[config.mk]
export PLATFORM = sky130hd
export DESIGN_NAME = gvsp_ram
export DESIGN_NICKNAME = d
export VERILOG_FILES = /design/src/sv/gvsp_ram.sv
export SDC_FILE = /design/constraint.sdc
export NUM_CORES = 1
export LEC_CHECK = 0
export BUFFER_PORTS_ARGS = -buffer_cell sky130_fd_sc_hd__buf_2
export CORE_MARGIN = 2
export CORE_UTILIZATION = 40
export CTS_CLUSTER_SIZE = 10
export DETAILED_ROUTE_END_ITERATION = 12
export PLACE_DENSITY = 0.62
export SLEW_MARGIN = 20
export SYNTH_ARGS = -nofsm -noshare
export SYNTH_HDL_FRONTEND = slang
export SYNTH_SLANG_ARGS = --single-unit
[constraint.sdc]
create_clock -name clk_i -period 2.2 [get_ports clk_i]
set_input_delay 0.22 -clock clk_i [delete_from_list [all_inputs] [get_ports clk_i]]
set_output_delay 0.22 -clock clk_i [all_outputs]
set_load 0.01 [all_outputs]
[src/sv/gvsp_ram.sv]
module gvsp_ram #(
  parameter int DEPTH = 64,
  parameter int WIDTH = 8
) (
  input  logic                     clk_i,
  input  logic                     we_i,
  input  logic [$clog2(DEPTH)-1:0] waddr_i,
  input  logic [WIDTH-1:0]         wdata_i,
  input  logic                     re_i,
  input  logic [$clog2(DEPTH)-1:0] raddr_i,
  output logic [WIDTH-1:0]         rdata_o
);

  logic [WIDTH-1:0] mem [DEPTH];
  logic [WIDTH-1:0] rdata_q;

  always_ff @(posedge clk_i) begin
    if (we_i) begin
      mem[waddr_i] <= wdata_i;
    end
  end

  // Read data holds until the next read.
  always_ff @(posedge clk_i) begin
    if (re_i) begin
      rdata_q <= mem[raddr_i];
    end
  end

  assign rdata_o = rdata_q;

endmodule

==> impl_metrics.tcl <==
set metrics [dict create \
    fin_area_um2 23800 \
    grt_max_degree 65 \
    vias_per_cell 5.53 \
    diodes 0 \
    final_cells 1813 \
    fp.dieH_um 229 \
    core_um2 50100 \
    antenna_found_initial 0 \
    synth_area_um2 20200 \
    reg2reg_from "mem[21][6]$_DFFE_PP_" \
    r2r_end "rdata_o[6]$_DFFE_PP_" \
    timing_worst_setup_path_type "reg2reg" \
    vias 10000 \
    netlist_top_cells_count "edfxtp_1, mux4_2, nor2_1" \
    syn2layout_area_growth_pct 17.5 \
    synth_top_area_share_pct 77.1 \
    port_buffers 30 \
    required_ps 2530 \
    end_kind "flop" \
    async_reset_ff_share_pct 0 \
    synth.most_common_cell "edfxtp_1" \
    min_path_cells 1 \
    cts_buffers 58 \
    final-hold-violation-count 0 \
    grt_pass1_vias 10500 \
    post_synth.cell_area_avg_um2 21.5 \
    overflow 0 \
    htreeDepth 2 \
    cts_tree "built" \
    cellPowerDensity_nw_per_um2 856 \
    synth_cell_types 39 \
    n_fill_cell 4158 \
    syn-num-nets 963 \
    synth_flop_cell "edfxtp_1" \
    worst_pin_slew_ps 810 \
    dr.pass1.iters 5 \
    cp_max_fo 1 \
    pre_cts_slack_ps -258 \
    dpl.hpwl_mm 30.3 \
    ys_ff_latch 520 \
    fp.dieArea_um2 52400 \
    min-delay-start "wdata_i[6]" \
    ys_seq_area_share_pct 77.1 \
    wl_per_cell_um 25.6 \
    synth_top_cell_by_area "edfxtp_1" \
    syn_inst 940 \
    cts_resized 0 \
    io_pins 31 \
    hold_path_class "in2reg" \
    antenna_left 0 \
    clkLatencyLatePin_ps 590 \
    grt_use_total_pct 18.0 \
    drc 0 \
    ff2ff_setup_slack_ps 120 \
    skew_ps 10.8 \
    cellLeakagePower_nw 7.69 \
    drtIter0Drc 1086 \
    root_buffer "clkbuf_16" \
    worst_slack_ps 118 \
    drt-total-wl_mm 46.5 \
    initial_utilization_pct 40.4 \
    placed_cells_incl_taps 1745 \
    maxCapViolations 0 \
    die_w_um 229 \
    fin_crit_sh_pct 94.7 \
    arrival_ps 2410 \
    drv_slew 0 \
    hold_path_end "mem[8][6]$_DFFE_PP_" \
    layout-drive-gt1-share_pct 33.7 \
    status "finished clean" \
    fin_util_pct 47.5 \
    relSlewSlack_pct 46.0 \
    irDropWorstVdd_uv 595 \
    rr_worst_depth 6 \
    dpl_cell_area_um2 22300 \
    cp-start-kind "flop" \
    grt_pass1_wl_mm 69.2 \
    synth_area_leaders "edfxtp_1, mux4_2, nor2_1" \
    fmax_ghz 0.480 \
    gp_congestion 0.832 \
    cts_sinks 520 \
    setup_viol 0 \
    synth-edff-count 520 \
    min_period_ps 2080 \
    yosysWarnings 0 \
    rows 82 \
    clockBufferDepth 3 \
    nNetsFinal 1157 \
    rsz0062_at_grt "false" \
    path_clk_slew_ps 60 \
]
## worst max-delay path by stage
stage / from / to
after floorplan: raddr_i[1] / rdata_o[3]$_DFFE_PP_
after global placement: raddr_i[0] / rdata_o[5]$_DFFE_PP_
after detailed placement: raddr_i[0] / rdata_o[7]$_DFFE_PP_
after CTS: mem[21][6]$_DFFE_PP_ / rdata_o[6]$_DFFE_PP_
after global routing: mem[24][6]$_DFFE_PP_ / rdata_o[6]$_DFFE_PP_
final: mem[21][6]$_DFFE_PP_ / rdata_o[6]$_DFFE_PP_
## state kept, by name (all words and copies together), names as in the netlist
name / count
mem: 512
rdata_o: 8
## layout make-up
| cell class | instances | area [µm²] | area share, % |
|---|---|---|---|
| multi-input combinational | 369 | 4320 | 18.1 |
| tap | 672 | 841 | 3.53 |
| timing repair buffer | 185 | 1510 | 6.33 |
| clock buffer | 63 | 1490 | 6.27 |
| clock inverter | 4 | 20.0 | 0.0842 |
| sequential | 520 | 15600 | 65.6 |
## where the power goes
group	switching, mW	total, mW	internal, mW
clock	3.50	8.20	4.70
combinational	0.651	1.13	0.479
sequential	0.0333	11.0	11.0
total	4.19	20.4	16.2
## kinds of logic after synthesis
family | synth area share (%)
and+or+nand+nor | 3.37
AOI/OAI and AO/OA | 2.06
muxes | 15.9
buffers and inverters | 1.56
DFF | 77.1
## through the flow
step	power, mW	hold WS (ps)	TNS (ps)
5_1_grt	21.0	85.2	0
3_5_place_dp	12.4	610	-1160
2_1_floorplan	11.8	319	0
4_1_cts	20.5	81.5	0
6_report	20.4	81.6	0
3_3_place_gp	12.4	608	-1180
## worst max-delay path, stage by stage, from the launching register on
cell and delay [ps]:
edfxtp_1 370, mux4_2 470, mux2_2 270, o221a_2 290, nor3_1 210, buf_4 150
o32ai_1 70
## repair_timing
item                                   CTS  global route
buffers inserted                         0             0
hold buffers                             1             0
endpoints found under the hold margin    8             0
## layer usage
layer	track usage, %	part of all wire [%]
met2	29.1	49
met4	5.76	2.7
met5	0	0
met3	3.10	6.5
met1	25.0	42
## layout by cell type, fill, tap and decap left out, types with 3 or more instances in the layout
cell type,Yosys,routed
edfxtp_1,520,520
buf_4,13,142
mux4_2,126,126
nor2_1,83,83
clkbuf_16,0,59
buf_2,11,27
mux2i_1,23,23
nand2_1,19,19
nor2b_1,14,14
buf_12,2,14
mux2_2,13,13
nand3_1,13,13
o221ai_1,8,8
o22ai_1,8,8
nand2b_1,7,7
nor3_1,7,7
a221oi_1,6,6
a211oi_1,4,4
clkbuf_1,17,4
nand3b_1,3,3
a21oi_1,3,3
a22oi_1,3,3
o2111ai_1,3,3
o2bb2ai_1,3,3
clkinv_1,0,3
Power figures use the tool's default switching activity.
