File: config.mk
export PLATFORM = sky130hd
export DESIGN_NAME = gvsp_tick_mac
export DESIGN_NICKNAME = d
export VERILOG_FILES = /design/src/sv/gvsp_pkg.sv /design/src/sv/gvsp_tick_mac.sv
export SDC_FILE = /design/constraint.sdc
export NUM_CORES = 2
export LEC_CHECK = 0
export BUFFER_PORTS_ARGS = -buffer_cell sky130_fd_sc_hd__buf_2
export CELL_PAD_IN_SITES_DETAIL_PLACEMENT = 0
export CELL_PAD_IN_SITES_GLOBAL_PLACEMENT = 1
export CORE_MARGIN = 5
export CORE_UTILIZATION = 46
export CTS_CLUSTER_SIZE = 40
export DETAILED_ROUTE_END_ITERATION = 10
export GPL_ROUTABILITY_DRIVEN = 0
export PLACE_DENSITY = 0.81
export SYNTH_ARGS = -nofsm -noshare
export SYNTH_HDL_FRONTEND = slang
export SYNTH_SLANG_ARGS = --single-unit
File: constraint.sdc
create_clock -name clk_i -period 7.7 [get_ports clk_i]
set_input_delay 1.54 -clock clk_i [delete_from_list [all_inputs] [get_ports clk_i]]
set_output_delay 1.54 -clock clk_i [all_outputs]
set_load 0.1 [all_outputs]
File: src/sv/gvsp_pkg.sv
package gvsp_pkg;

  localparam int ACT_W   = 4;
  localparam int IDX_W   = 6;
  localparam int GEN_W   = 16;
  localparam int VAL_W   = 31;
  localparam int STAT_W  = 2;
  localparam int PLAY_W  = 2;
  localparam int POS_W   = 31;
  localparam int PITCH_W = 12;
  localparam int VOL_W   = 9;
  localparam int CFG_IDX_W  = 1;
  localparam int CFG_DATA_W = 12;

  // Q8 times Q8 pitch product, then times the Q8 tick step.
  localparam int PM_W      = 2 * PITCH_W;
  localparam int PROD_W    = VAL_W + PM_W;
  localparam int TICK_FRAC = 24;

  localparam logic [PITCH_W-1:0] PITCH_UNITY = 12'd256;
  localparam logic [PITCH_W-1:0] PITCH_MAX   = 12'd2560;
  localparam logic [VOL_W-1:0]   VOL_UNITY   = 9'd256;
  localparam logic [POS_W-1:0]   POS_MAX     = 31'h7FFF_FFFF;

  localparam logic [CFG_IDX_W-1:0] CFG_MASTER_PITCH = 1'b0;
  localparam logic [CFG_IDX_W-1:0] CFG_GLOBAL_PAUSE = 1'b1;

  typedef enum logic [ACT_W-1:0] {
    ACT_CREATE   = 4'd0,
    ACT_RELEASE  = 4'd1,
    ACT_PLAY     = 4'd2,
    ACT_PAUSE    = 4'd3,
    ACT_STOP     = 4'd4,
    ACT_PITCH    = 4'd5,
    ACT_VOLUME   = 4'd6,
    ACT_POSITION = 4'd7,
    ACT_QUERY    = 4'd8,
    ACT_TICK     = 4'd9,
    ACT_STOP_ALL = 4'd10
  } action_e;

  typedef enum logic [STAT_W-1:0] {
    STAT_OK      = 2'd0,
    STAT_INVALID = 2'd1,
    STAT_FULL    = 2'd2
  } status_e;

  typedef enum logic [PLAY_W-1:0] {
    PLAY_STOP  = 2'd0,
    PLAY_RUN   = 2'd1,
    PLAY_PAUSE = 2'd2
  } play_e;

  typedef enum logic [3:0] {
    S_IDLE,
    S_CHECK,
    S_EXEC,
    S_POP,
    S_CREATE,
    S_WRD,
    S_WCHK,
    S_WM1,
    S_WM2,
    S_RESP
  } state_e;

  typedef struct packed {
    logic [ACT_W-1:0] action;
    logic [IDX_W-1:0] slot_index;
    logic [GEN_W-1:0] generation;
    logic             auto_play;
    logic [VAL_W-1:0] value;
  } in_t;

  typedef struct packed {
    logic [STAT_W-1:0]  status;
    logic [IDX_W-1:0]   out_index;
    logic [GEN_W-1:0]   out_generation;
    logic [PLAY_W-1:0]  play_state;
    logic [POS_W-1:0]   position_ms;
    logic [PITCH_W-1:0] pitch_out;
    logic [VOL_W-1:0]   volume_out;
  } out_t;

  typedef struct packed {
    logic ld_pm;
    logic ld_prod;
  } mac_ctrl_t;

endpackage

File: src/sv/gvsp_tick_mac.sv
module gvsp_tick_mac (
  input  logic                                clk_i,
  input  gvsp_pkg::mac_ctrl_t                 ctrl_i,
  input  logic [gvsp_pkg::PITCH_W-1:0]        master_i,
  input  logic [gvsp_pkg::PITCH_W-1:0]        pitch_i,
  input  logic [gvsp_pkg::VAL_W-1:0]          dt_i,
  input  logic [gvsp_pkg::POS_W-1:0]          pos_i,
  output logic [gvsp_pkg::POS_W-1:0]          pos_o
);

  import gvsp_pkg::*;

  logic [PM_W-1:0]   pm_q;
  logic [PROD_W-1:0] prod_q;
  logic [POS_W-1:0]  inc;
  logic [POS_W:0]    sum;

  always_ff @(posedge clk_i) begin
    if (ctrl_i.ld_pm) begin
      pm_q <= PM_W'(pitch_i) * PM_W'(master_i);
    end
    if (ctrl_i.ld_prod) begin
      prod_q <= PROD_W'(dt_i) * PROD_W'(pm_q);
    end
  end

  // The product stays below 2^54, so the increment fits the position width.
  assign inc   = prod_q[TICK_FRAC +: POS_W];
  assign sum   = {1'b0, pos_i} + {1'b0, inc};
  assign pos_o = sum[POS_W] ? POS_MAX : sum[POS_W-1:0];

endmodule
==> summary.md <==
| Metric | Value |
|---|---|
| Status | finished, violations left |
| Failing checks | negative setup slack |
| Total gr overflow | 0 |
| Top post-synthesis cells by area | fa_1 (47%), ha_1 (11%), inv_1 (9.9%) |
| Pre-CTS WS | -625 ps |
| First-pass GRT wire length | 131000 microns |
| 1st-pass router iterations | 5 |
| DRT iter0 DRCs | 1105 |
| Syn Inst Count | 3432 |
| Area of the multi-input gates | 26400 sq um |
| Vias per inst | 5.10 |
| Clock sinks | 55 |
| Post-synthesis sequential element count | between 50 and 60 |
| Synth warn | 0 |
| Routed wire per std cell | 17.8 microns |
| Hold Crit Class | reg2reg |
| Syn_area_per_cell | 9.07 sq um |
| Global-route usage over all layers | roughly 22% |
| Starting Density | roughly 46% |
| Final max-slew violation count | 0 |
| CP Class | in2reg |
| DRC | 0 |
| Slowest cell on crit path | fa_2 |
| CTS Buf Count | 5 |
| Hold Fails Final Rpt | 0 |
| Synth async-reset ratio | 0% |
| CP required | roughly 7800 ps |
| Die Ht | 270 microns |
| CTS tree | built |
| Vias in the first global route | 25100 |
| Worst hold slack | 1630 ps |
| Setup-failing EPs final | 3 |
| I/O Buffers | 119 |
| Worst Tran Pin Value | 861 ps |
| Slowest cell delay on critical path | 620 ps |
| Share of Yosys cell area claimed by the top area cell type | 47.3% |
| H-tree depth | 2 |
| CP bufs+invs | 8 |
| Critical path's most frequent cell | fa_1 |
| Max Fclk | 129 MHz |
| Max cap viols | 0 |
| Sequential fraction of the synthesis area | 5.31% |
| CP startpoint kind | input port |
| Clock buffer depth | 2 |
| Crit Path Max Fanout | 10 |
| Antenna-violating nets left | 0 |
| Setup WS post-layout | -47.9 ps |
| Maximum number of pins on one net before global-route repair | 32 |
| HPWL after DPL | 68200 microns |
| Tmin final | 7750 ps |
| Io pins | 120 |
| Fin crit share | 101% |
| Most frequent cells after synthesis | inv_1 (818), fa_1 (736), nand2_1 (516), and2_1 (437), ha_1 (270) |
| Post-Syn Nets | 4527 |
| Die width | around 270 microns |
| Nets | roughly 4700 |
| Die area | 73000 sq um |
| Core area | between 60000 and 70000 sq um |
| Synth cell types | 67 |
| Core Rows | 95 |
| Unrepaired setup endpoints after global routing | true |
| Reg area | 1650 sq um |
| Vias | 23000 |
| Root Buffer | clkbuf_16 |
| Final Skew | ~14 ps |
| Placed Cells | 4486 |
| Initial antenna violation count | 3 |
| Most instantiated library cell after synthesis | inv_1 |
| Slew HR | 42.6% |
| Share of post-route cells with drive strength above 1 | 13.6% |
| CP delay by family, top | adder cells |
| DRT Wirelength | 80300 microns |
| Final Non-Filler Cells | 4510 |
| Fillers | 6216 |
| Arrival time of the worst setup path | ~7800 ps |
| Area leader, netlist | fa_1 |
| Post-synth top flop | edfxtp_1 |
| Clock Latency Late Sink | 330 ps |
| Layout area overhead | 13.3% |
| Clock transition at the registers of the reported paths | 80 ps |
| Post-synth EDFFs | 55 |
| CP Capture Type | register |
| Cell area after synthesis | 31100 sq um |
## metrics by stage
| step | area (sq um) | utilization [%] | TNS, ps |
|---|---|---|---|
| final | 35300 | 52.5 | -97.8 |
| after global routing | 35300 | 52.5 | -1910 |
| after CTS | 34700 | 51.7 | -35.1 |
| after detailed placement | 34200 | 50.9 | -10450 |
| after global placement | 34200 | 50.9 | -9270 |
| after floorplan | 31100 | - | -29.2 |
## metal layers
layer,part of all wire [%],vias up,wire [microns],GRT usage [%]
li1,-,10500,-,-
met1,42,11800,33500,29.4
met2,51,508,41100,39.4
met3,4.8,132,3830,3.22
met4,2.4,2,1890,5.16
met5,0.016,-,13,0
## state kept, by name, summed over array words and instances (netlist names)
register,count
pm_q,24
prod_q,31
## placed cells by master (no fill, tap or decap), types with 20 or more instances in the layout
cell,Yosys,layout
and2_1,437,423
o21ai_0,34,27
a21o_1,48,48
nand3_1,20,20
a21oi_1,63,53
xnor2_1,41,41
buf_2,1,96
inv_1,818,809
xor2_1,28,28
buf_12,0,27
edfxtp_1,55,55
nand2_1,516,508
buf_4,1,205
nor2_1,36,32
ha_1,270,251
fa_1,736,714
fa_2,0,22
## area by class of cell
type	count	share of cell area, %
well taps	873	3.10
diodes	1	0.00710
inverters	818	8.71
clock buffers	6	0.366
multi-input cells	2396	74.8
repair buffers	359	8.35
clock inverters	2	0.0355
flip-flops and latches	55	4.68
## logic make-up after synthesis
kind of cell             share of synthesized area, %
AND/OR/NAND/NOR                                  17.1
multiplexers                                   0.0965
adder cells (fa/ha/maj)                          58.2
XOR/XNOR                                         1.94
flip-flops                                       5.31
AO/OA/AOI/OAI                                    5.51
buffers and inverters                            11.9
## repair_timing
action / 4_1_cts / 5_1_grt
pin swaps: 36 / 88
setup buffers: 6 / 8
hold buffers: 0 / 0
cloned: 0 / 2
setup endpoints to repair: 17 / 19
resized for setup: 68 / 122
## worst paths after layout
| check | from | endpoint | slack (ps) | cells after the start |
|---|---|---|---|---|
| worst min register to register | pm_q[22]$_DFFE_PP_ | prod_q[54]$_DFFE_PP_ | 1630 | 6 |
| worst max register to register | pm_q[11]$_DFFE_PP_ | prod_q[45]$_DFFE_PP_ | 530 | 25 |
| worst min-delay path | pm_q[22]$_DFFE_PP_ | prod_q[54]$_DFFE_PP_ | 1630 | 6 |
| worst max-delay path | dt_i[20] | prod_q[47]$_DFFE_PP_ | -50 | 27 |
## worst reg2reg max path, cell delays in order, from the launching register on
cell	delay [ps]
edfxtp_1	830
nand2_1	150
fa_1	480
fa_1	550
inv_1	50
fa_1	490
inv_1	60
fa_1	540
inv_1	60
fa_2	530
fa_1	440
fa_2	510
ha_4	290
buf_4	110
nand4_1	130
nor3_2	190
a21oi_1	60
a211oi_2	280
buf_4	200
a2111oi_4	70
buf_4	180
o31ai_4	190
and2_4	230
a21oi_4	70
buf_4	130
xnor2_1	120
Power is left out: the tool's default activity adds up to more than one toggle a clock period on the data nets, which glitch-free logic cannot reach.
